$ cat config.mk
export PLATFORM = sky130hd
export DESIGN_NAME = terminal_cursor_controller
export DESIGN_NICKNAME = d
export VERILOG_FILES = /design/src/rtl/tcc_pkg.sv /design/src/rtl/terminal_cursor_controller.sv /design/src/rtl/tcc_datapath.sv
export SDC_FILE = /design/constraint.sdc
export NUM_CORES = 1
export LEC_CHECK = 0
export BUFFER_PORTS_ARGS = -buffer_cell sky130_fd_sc_hd__buf_4
export CAP_MARGIN = 25
export CORE_MARGIN = 2
export CORE_UTILIZATION = 32
export DETAILED_ROUTE_END_ITERATION = 12
export SETUP_SLACK_MARGIN = 0.3
export SLEW_MARGIN = 20
export SYNTH_ARGS = -nofsm -noshare
export SYNTH_HDL_FRONTEND = slang
export SYNTH_SLANG_ARGS = --single-unit
export TNS_END_PERCENT = 20
$ cat constraint.sdc
create_clock -name aclk -period 6 [get_ports aclk]
set_input_delay 0 -clock aclk [delete_from_list [all_inputs] [get_ports aclk]]
set_output_delay 0 -clock aclk [all_outputs]
set_load 0.005 [all_outputs]
$ cat src/rtl/tcc_pkg.sv
// ----------------------------------------------------------------------------
// tcc_pkg
// Shared types, command codes and the control store of the cursor sequencer.
// ----------------------------------------------------------------------------
`default_nettype none

package tcc_pkg;

    // Command codes of the input word
    typedef enum logic [3:0] {
        CMD_LF      = 4'd0,
        CMD_BS      = 4'd1,
        CMD_CR      = 4'd2,
        CMD_NEXTLN  = 4'd3,
        CMD_PREVLN  = 4'd4,
        CMD_BACKCH  = 4'd5,
        CMD_FWDCH   = 4'd6,
        CMD_TAB     = 4'd7,
        CMD_SETL    = 4'd8,
        CMD_SETR    = 4'd9,
        CMD_CLRM    = 4'd10
    } cmd_t;

    // Configuration register indexes
    localparam logic REG_NUM_ROWS = 1'b0;
    localparam logic REG_NUM_COLS = 1'b1;

    // Register reset values (last row / last column)
    localparam logic [7:0] LAST_ROW_RST = 8'd23;
    localparam logic [7:0] LAST_COL_RST = 8'd79;

    // Datapath micro-operations
    typedef enum logic [3:0] {
        UOP_NOP    = 4'd0,
        UOP_LF     = 4'd1,
        UOP_BS     = 4'd2,
        UOP_CR     = 4'd3,
        UOP_ROWDN  = 4'd4,
        UOP_ROWUP  = 4'd5,
        UOP_COLBK  = 4'd6,
        UOP_COLFW  = 4'd7,
        UOP_TAB    = 4'd8,
        UOP_SETL   = 4'd9,
        UOP_SETR   = 4'd10,
        UOP_CLRM   = 4'd11
    } uop_t;

    typedef logic [3:0] uaddr_t;

    // Control store addresses
    localparam uaddr_t UA_LF     = 4'd0;
    localparam uaddr_t UA_BS     = 4'd1;
    localparam uaddr_t UA_CR     = 4'd2;
    localparam uaddr_t UA_NEXTLN = 4'd3;
    localparam uaddr_t UA_PREVLN = 4'd4;
    localparam uaddr_t UA_BACKCH = 4'd5;
    localparam uaddr_t UA_FWDCH  = 4'd6;
    localparam uaddr_t UA_TAB    = 4'd7;
    localparam uaddr_t UA_SETL   = 4'd8;
    localparam uaddr_t UA_SETR   = 4'd9;
    localparam uaddr_t UA_CLRM   = 4'd10;
    localparam uaddr_t UA_FIN    = 4'd11;

    // One control word: loop words repeat while the count is nonzero,
    // then jump to target; done words retire the command.
    typedef struct packed {
        uop_t   op;
        logic   loop;
        logic   done;
        uaddr_t target;
    } uword_t;

    // Sequencer to datapath control
    typedef struct packed {
        logic en;
        uop_t op;
    } ctl_t;

    // Datapath result (values after the current step)
    typedef struct packed {
        logic       bell;
        logic       scroll;
        logic [7:0] column;
        logic [7:0] row;
    } res_t;

    // Control store
    function automatic uword_t ucode(input uaddr_t addr);
        uword_t w;
        unique case (addr)
            UA_LF:     w = '{op: UOP_LF,    loop: 1'b0, done: 1'b1, target: UA_FIN};
            UA_BS:     w = '{op: UOP_BS,    loop: 1'b0, done: 1'b1, target: UA_FIN};
            UA_CR:     w = '{op: UOP_CR,    loop: 1'b0, done: 1'b1, target: UA_FIN};
            UA_NEXTLN: w = '{op: UOP_ROWDN, loop: 1'b1, done: 1'b0, target: UA_FIN};
            UA_PREVLN: w = '{op: UOP_ROWUP, loop: 1'b1, done: 1'b0, target: UA_FIN};
            UA_BACKCH: w = '{op: UOP_COLBK, loop: 1'b1, done: 1'b0, target: UA_FIN};
            UA_FWDCH:  w = '{op: UOP_COLFW, loop: 1'b1, done: 1'b0, target: UA_FIN};
            UA_TAB:    w = '{op: UOP_TAB,   loop: 1'b0, done: 1'b1, target: UA_FIN};
            UA_SETL:   w = '{op: UOP_SETL,  loop: 1'b0, done: 1'b1, target: UA_FIN};
            UA_SETR:   w = '{op: UOP_SETR,  loop: 1'b0, done: 1'b1, target: UA_FIN};
            UA_CLRM:   w = '{op: UOP_CLRM,  loop: 1'b0, done: 1'b1, target: UA_FIN};
            default:   w = '{op: UOP_NOP,   loop: 1'b0, done: 1'b1, target: UA_FIN};
        endcase
        return w;
    endfunction

    // Dispatch: command code to entry address; unused codes retire at once
    function automatic uaddr_t entry(input logic [3:0] cmd);
        uaddr_t a;
        if (cmd <= CMD_CLRM) begin
            a = cmd;
        end else begin
            a = UA_FIN;
        end
        return a;
    endfunction

endpackage

`default_nettype wire

$ cat src/rtl/terminal_cursor_controller.sv
// ----------------------------------------------------------------------------
// terminal_cursor_controller
// Text terminal cursor tracker driven by a small microcoded sequencer.
// ----------------------------------------------------------------------------
// Usage:
//   The slave stream takes one command word (cmd, count); the master stream
//   returns one result word (row, column, scroll, bell) per command.
//   The configuration port writes num_rows (index 0) or num_cols (index 1);
//   write only while no command is in flight.
//   Each command is dispatched to an entry of the control store. Single
//   commands take one sequencer step; next/previous line and back/forward
//   character repeat one step per cycle while count remains, then retire.
//   The result word is valid the cycle after the last step, and the next
//   command can be taken in that same cycle. One command is in flight at a
//   time. If the receiver stalls, the last step of the following command
//   waits until the held word is taken.
//   Reset (synchronous, active low) homes the cursor, sets margins 0..79,
//   a 24 x 80 screen and drops m_tvalid.
// ----------------------------------------------------------------------------
`default_nettype none

module terminal_cursor_controller (
    input  wire logic        aclk,
    input  wire logic        aresetn,
    // command stream
    input  wire logic        s_tvalid,
    output logic             s_tready,
    input  wire logic [15:0] s_tdata,   // [3:0] cmd, [11:4] count, rest zero
    // result stream
    output logic             m_tvalid,
    input  wire logic        m_tready,
    output logic [23:0]      m_tdata,   // [7:0] row, [15:8] column,
                                        // [16] scroll, [17] bell, rest zero
    // configuration
    input  wire logic        cfg_we,
    input  wire logic        cfg_addr,
    input  wire logic [8:0]  cfg_wdata
);

    logic            busy_reg, busy_next;
    tcc_pkg::uaddr_t pc_reg, pc_next;
    logic [7:0]      cnt_reg, cnt_next;
    logic            m_tvalid_reg, m_tvalid_next;
    logic [23:0]     m_tdata_reg;
    tcc_pkg::uword_t uw;
    tcc_pkg::ctl_t   ctl;
    tcc_pkg::res_t   res;
    logic            s_fire;
    logic            out_free;
    logic            retire;

    assign s_tready = !busy_reg;
    assign s_fire   = s_tvalid && s_tready;
    assign out_free = !m_tvalid_reg || m_tready;

    // Control store read
    assign uw = tcc_pkg::ucode(pc_reg);

    // Step enable: loop words while count remains, done words once the
    // output register is free
    assign retire = busy_reg && !uw.loop && uw.done && out_free;
    always_comb begin
        ctl.op = uw.op;
        if (uw.loop) begin
            ctl.en = busy_reg && (cnt_reg != 8'd0);
        end else begin
            ctl.en = busy_reg && (!uw.done || out_free);
        end
    end

    // Sequencer
    always_comb begin
        busy_next = busy_reg;
        pc_next   = pc_reg;
        cnt_next  = cnt_reg;
        if (s_fire) begin
            busy_next = 1'b1;
            pc_next   = tcc_pkg::entry(s_tdata[3:0]);
            cnt_next  = s_tdata[11:4];
        end else if (busy_reg) begin
            if (uw.loop) begin
                if (cnt_reg == 8'd0) begin
                    pc_next = uw.target;
                end else begin
                    cnt_next = cnt_reg - 8'd1;
                end
            end else if (uw.done) begin
                if (out_free) busy_next = 1'b0;
            end else begin
                pc_next = pc_reg + tcc_pkg::uaddr_t'(1);
            end
        end
    end

    always_ff @(posedge aclk) begin
        if (!aresetn) begin
            busy_reg <= 1'b0;
            pc_reg   <= tcc_pkg::UA_FIN;
            cnt_reg  <= 8'd0;
        end else begin
            busy_reg <= busy_next;
            pc_reg   <= pc_next;
            cnt_reg  <= cnt_next;
        end
    end

    tcc_datapath u_dp (
        .aclk      (aclk),
        .aresetn   (aresetn),
        .ctl       (ctl),
        .cfg_we    (cfg_we),
        .cfg_addr  (cfg_addr),
        .cfg_wdata (cfg_wdata),
        .res       (res)
    );

    // Output register
    always_comb begin
        m_tvalid_next = m_tvalid_reg;
        if (retire) begin
            m_tvalid_next = 1'b1;
        end else if (m_tready) begin
            m_tvalid_next = 1'b0;
        end
    end

    always_ff @(posedge aclk) begin
        if (!aresetn) begin
            m_tvalid_reg <= 1'b0;
        end else begin
            m_tvalid_reg <= m_tvalid_next;
        end
    end

    always_ff @(posedge aclk) begin
        if (retire) begin
            m_tdata_reg <= {6'd0, res.bell, res.scroll, res.column, res.row};
        end
    end

    assign m_tvalid = m_tvalid_reg;
    assign m_tdata  = m_tdata_reg;

endmodule

`default_nettype wire

$ cat src/rtl/tcc_datapath.sv
// ----------------------------------------------------------------------------
// tcc_datapath
// Cursor, margin and screen size registers with the step logic for each
// micro-operation.
// ----------------------------------------------------------------------------
`default_nettype none

module tcc_datapath (
    input  wire logic          aclk,
    input  wire logic          aresetn,
    input  wire tcc_pkg::ctl_t ctl,
    input  wire logic          cfg_we,
    input  wire logic          cfg_addr,
    input  wire logic [8:0]    cfg_wdata,
    output tcc_pkg::res_t      res
);

    logic [7:0] row_reg, row_next;
    logic [7:0] col_reg, col_next;
    logic [7:0] ml_reg,  ml_next;
    logic [7:0] mr_reg,  mr_next;
    logic [7:0] last_row_reg;
    logic [7:0] last_col_reg;
    logic [7:0] cfg_last;
    logic       scroll;
    logic       bell;
    logic [8:0] row_inc;
    logic [8:0] tab_stop;

    // Screen size as a last index: 0 acts as 1, above 256 acts as 256
    always_comb begin
        priority if (cfg_wdata == 9'd0) begin
            cfg_last = 8'd0;
        end else if (cfg_wdata[8]) begin
            cfg_last = 8'd255;
        end else begin
            cfg_last = cfg_wdata[7:0] - 8'd1;
        end
    end

    always_ff @(posedge aclk) begin
        if (!aresetn) begin
            last_row_reg <= tcc_pkg::LAST_ROW_RST;
            last_col_reg <= tcc_pkg::LAST_COL_RST;
        end else if (cfg_we) begin
            if (cfg_addr == tcc_pkg::REG_NUM_ROWS) begin
                last_row_reg <= cfg_last;
            end else begin
                last_col_reg <= cfg_last;
            end
        end
    end

    assign row_inc  = {1'b0, row_reg} + 9'd1;
    assign tab_stop = {({1'b0, col_reg[7:3]} + 6'd1), 3'b000};

    // Step logic
    always_comb begin
        row_next = row_reg;
        col_next = col_reg;
        ml_next  = ml_reg;
        mr_next  = mr_reg;
        scroll   = 1'b0;
        bell     = 1'b0;
        unique case (ctl.op)
            tcc_pkg::UOP_LF: begin
                if (row_inc > {1'b0, last_row_reg}) begin
                    row_next = last_row_reg;
                    scroll   = 1'b1;
                end else begin
                    row_next = row_inc[7:0];
                end
            end
            tcc_pkg::UOP_BS: begin
                if (col_reg != 8'd0) col_next = col_reg - 8'd1;
            end
            tcc_pkg::UOP_CR: begin
                col_next = ml_reg;
            end
            tcc_pkg::UOP_ROWDN: begin
                row_next = (row_reg < last_row_reg) ? row_inc[7:0] : 8'd0;
            end
            tcc_pkg::UOP_ROWUP: begin
                row_next = (row_reg != 8'd0) ? row_reg - 8'd1 : last_row_reg;
            end
            tcc_pkg::UOP_COLBK: begin
                if (col_reg != 8'd0) begin
                    col_next = col_reg - 8'd1;
                end else begin
                    col_next = last_col_reg;
                    row_next = (row_reg != 8'd0) ? row_reg - 8'd1 : last_row_reg;
                end
            end
            tcc_pkg::UOP_COLFW: begin
                if (col_reg < last_col_reg) begin
                    col_next = col_reg + 8'd1;
                end else begin
                    col_next = 8'd0;
                    row_next = (row_reg < last_row_reg) ? row_inc[7:0] : 8'd0;
                end
            end
            tcc_pkg::UOP_TAB: begin
                priority if (col_reg < ml_reg) begin
                    col_next = ml_reg;
                end else if (tab_stop >= {1'b0, mr_reg}) begin
                    // wrap to the left margin on the next line
                    col_next = ml_reg;
                    if (row_inc > {1'b0, last_row_reg}) begin
                        row_next = last_row_reg;
                        scroll   = 1'b1;
                    end else begin
                        row_next = row_inc[7:0];
                    end
                end else begin
                    col_next = tab_stop[7:0];
                end
            end
            tcc_pkg::UOP_SETL: begin
                if (col_reg < mr_reg) ml_next = col_reg;
                else bell = 1'b1;
            end
            tcc_pkg::UOP_SETR: begin
                if (col_reg > ml_reg) mr_next = col_reg;
                else bell = 1'b1;
            end
            tcc_pkg::UOP_CLRM: begin
                ml_next = 8'd0;
                mr_next = last_col_reg;
            end
            default: begin
            end
        endcase
    end

    always_ff @(posedge aclk) begin
        if (!aresetn) begin
            row_reg <= 8'd0;
            col_reg <= 8'd0;
            ml_reg  <= 8'd0;
            mr_reg  <= tcc_pkg::LAST_COL_RST;
        end else if (ctl.en) begin
            row_reg <= row_next;
            col_reg <= col_next;
            ml_reg  <= ml_next;
            mr_reg  <= mr_next;
        end
    end

    assign res = '{bell: bell, scroll: scroll, column: col_next, row: row_next};

endmodule

`default_nettype wire

==> results.py <==
metrics = {
    "global_route": {
        "grt_overflow": 0,
        "grt_max_degree": 38,
        "grt_pass1_wl_um": 28900,
        "grt_pass1_vias": 5606,
        "antenna_found_initial": 0,
        "track_usage": 0.177,
    },
    "final_layout": {
        "final_cells": 1092,
        "multi_input_area_mm2": 0.00405,
        "fillers": 2032,
        "syn_to_final_growth_pct": 14.8,
        "drive_above_1_share": 0.103,
        "nets": 910,
        "diodes": 0,
        "register_area_mm2": 0.00188,
        "largest_reg_flops": 18,
    },
    "timing": {
        "timing.final.ws_setup_ps": 1920,
        "period_share": 0.680,
        "setup_viol": 0,
        "fmax_ghz": 0.245,
        "hold_violations": 0,
        "period_needed_ps": 4080,
        "rsz0062_at_grt": "no",
        "final-max-slew-violation-count": 0,
        "clock-skew-final_ps": 9.35,
        "max-slew-margin-rel": 0.360,
        "fin_setup_tns_ps": 0,
        "tightest_slew_ps": 956,
    },
    "clock_network": {
        "cts_max_level": 3,
        "cts_tree": "yes",
        "cts_num_sinks": 85,
        "clockBufferDepth": 2,
        "post_cts_resized": 0,
        "clkTransAtPathRegs_ps": 60,
        "cts_buffers": 9,
        "hold_buffers": 13,
        "cts_root_buf": "clkbuf_16",
        "post_cts_buffers": 0,
        "clock_latency_ps": 350,
    },
    "yosys": {
        "synth_ff_type": "dfxtp_1",
        "synth_cell_types": 71,
        "synth_warnings": 0,
        "synth_edf_count": 18,
        "syn_area_per_cell_um2": 8.04,
        "netlist_area_mm2": 0.00635,
        "synthCells": 789,
        "yosysSeqAreaShare": 0.297,
        "ys_ff_latch": 85,
        "async_flop_share": 0,
    },
    "routing": {
        "firstDrtPassIters": 5,
        "drt-initial-drc-count": 355,
        "ant_nets": 0,
        "post_drt_wl_per_cell_um": 16.4,
        "vias": 5944,
        "drt_wl_total_um": 17900,
        "drc": 0,
        "routed_via_density": 5.44,
    },
    "run": {
        "cap_viol_max_count": 0,
    },
    "placement": {
        "pre_cts_ws_ps": 2000,
        "dp_hpwl_um": 13500,
        "portBuffers": 46,
        "place.gp.congestion": 0.909,
        "placed_cells": 1062,
    },
    "floorplanning": {
        "core_area_mm2": 0.0195,
        "start_util": 0.326,
        "ios": 57,
        "die_height_um": 145,
        "die_area_mm2": 0.0210,
        "die_w_um": 145,
        "num_rows": 51,
    },
    "critical_path": {
        "required_ps": 6100,
        "timing.setup.critical_path_class": "register to register",
        "crit_fanout": 10,
        "arrival_ps": 4180,
        "crit_path_start_kind": "register",
        "crit_path_end_kind": "register",
    },
    "power": {
        "powerDensity_mw_per_mm2": 292,
        "leakagePower_uw": 0.00307,
        "ir_drop_uv": 133,
    },
    "min_path": {
        "hold_class": "input pin to register",
    },
    "run_status": {
        "status": "finished clean",
    },
}
[cell families after synthesis]
kind of cell	Yosys count	share of synthesized area
AO/OA/AOI/OAI	236	0.254
adder cells (fa/ha/maj)	57	0.112
buffers and inverters	99	0.0688
flip-flops	85	0.297
XOR/XNOR	19	0.0262
AND/OR/NAND/NOR	275	0.214
multiplexers	17	0.0272
other	1	0.000591
[Yosys cell counts, drive strengths merged (16+ instances only)]
cell type | count | area share
a21oi | 60 | 0.047
dfxtp | 67 | 0.21
edfxtp | 18 | 0.085
clkbuf | 29 | 0.017
nand2 | 74 | 0.044
inv | 53 | 0.031
ha | 57 | 0.11
nand3 | 29 | 0.023
a211oi | 22 | 0.026
o211ai | 27 | 0.034
nor2 | 68 | 0.040
nor3 | 21 | 0.017
o21ai | 40 | 0.032
buf | 16 | 0.015
[cell type report]
cell class,instances,area share
multi-input cells,610,0.556
flip-flops and latches,85,0.258
repair buffers,63,0.0695
clock buffers,11,0.0349
well taps,265,0.0455
inverters,53,0.0273
clock inverters,5,0.00893
[worst max-delay path, stage by stage (launching register included)]
cell,delay (ps)
dfxtp_1,550
ha_1,290
and3_1,220
nand3_1,130
and2_1,230
or2_2,300
ha_1,290
nand3_1,90
o21ai_0,400
o211ai_1,500
and2_1,330
o21a_1,210
or2_2,290
[stage by stage]
step	hold WS, ps	area (um2)	utilization	power [uW]
after global placement	254	6820	0.350	1520
final	36.5	7290	0.374	2130
after CTS	26.1	7280	0.374	2130
after detailed placement	261	6830	0.351	1520
after global routing	59.9	7290	0.374	2270
after floorplan	136	6360	-	1290
[layout by cell type, fill, tap and decap left out, types with 14 or more instances in the layout]
| cell | count |
|---|---|
| a211oi_1 | 22 |
| a21oi_1 | 60 |
| a31oi_1 | 14 |
| buf_4 | 48 |
| dfxtp_1 | 67 |
| edfxtp_1 | 18 |
| ha_1 | 57 |
| inv_1 | 53 |
| mux2i_1 | 15 |
| nand2_1 | 74 |
| nand3_1 | 29 |
| nor2_1 | 67 |
| nor3_1 | 20 |
| o211ai_1 | 26 |
| o21ai_0 | 40 |
[final timing paths]
| path | startpoint | endpoint | slack (ps) | cells past startpoint |
|---|---|---|---|---|
| worst min-delay path | cfg_wdata[8] | u_dp.last_row_reg[4] | 40 | 3 |
| worst min register to register | u_dp.last_row_reg[2] | u_dp.last_row_reg[2] | 490 | 2 |
| worst max-delay path | u_dp.row_reg[1] | m_tdata[0] | 1920 | 12 |
| worst max register to register | u_dp.row_reg[1] | m_tdata[0] | 1920 | 12 |
[per-layer routing]
layer  wire length [um]  up-vias  track usage
met3               1330       29       0.0398
li1                   -     2945            -
met5                  0        -            0
met2               7690      191        0.273
met4                432        0       0.0623
met1               8430     2779        0.243
[power by group]
group | internal (uW) | total (uW) | switching, uW
Clock | 353 | 597 | 244
Combinational | 312 | 786 | 474
Sequential | 655 | 748 | 93.5
Total | 1320 | 2130 | 811
Note: power is estimated with default switching activity, not from simulation.
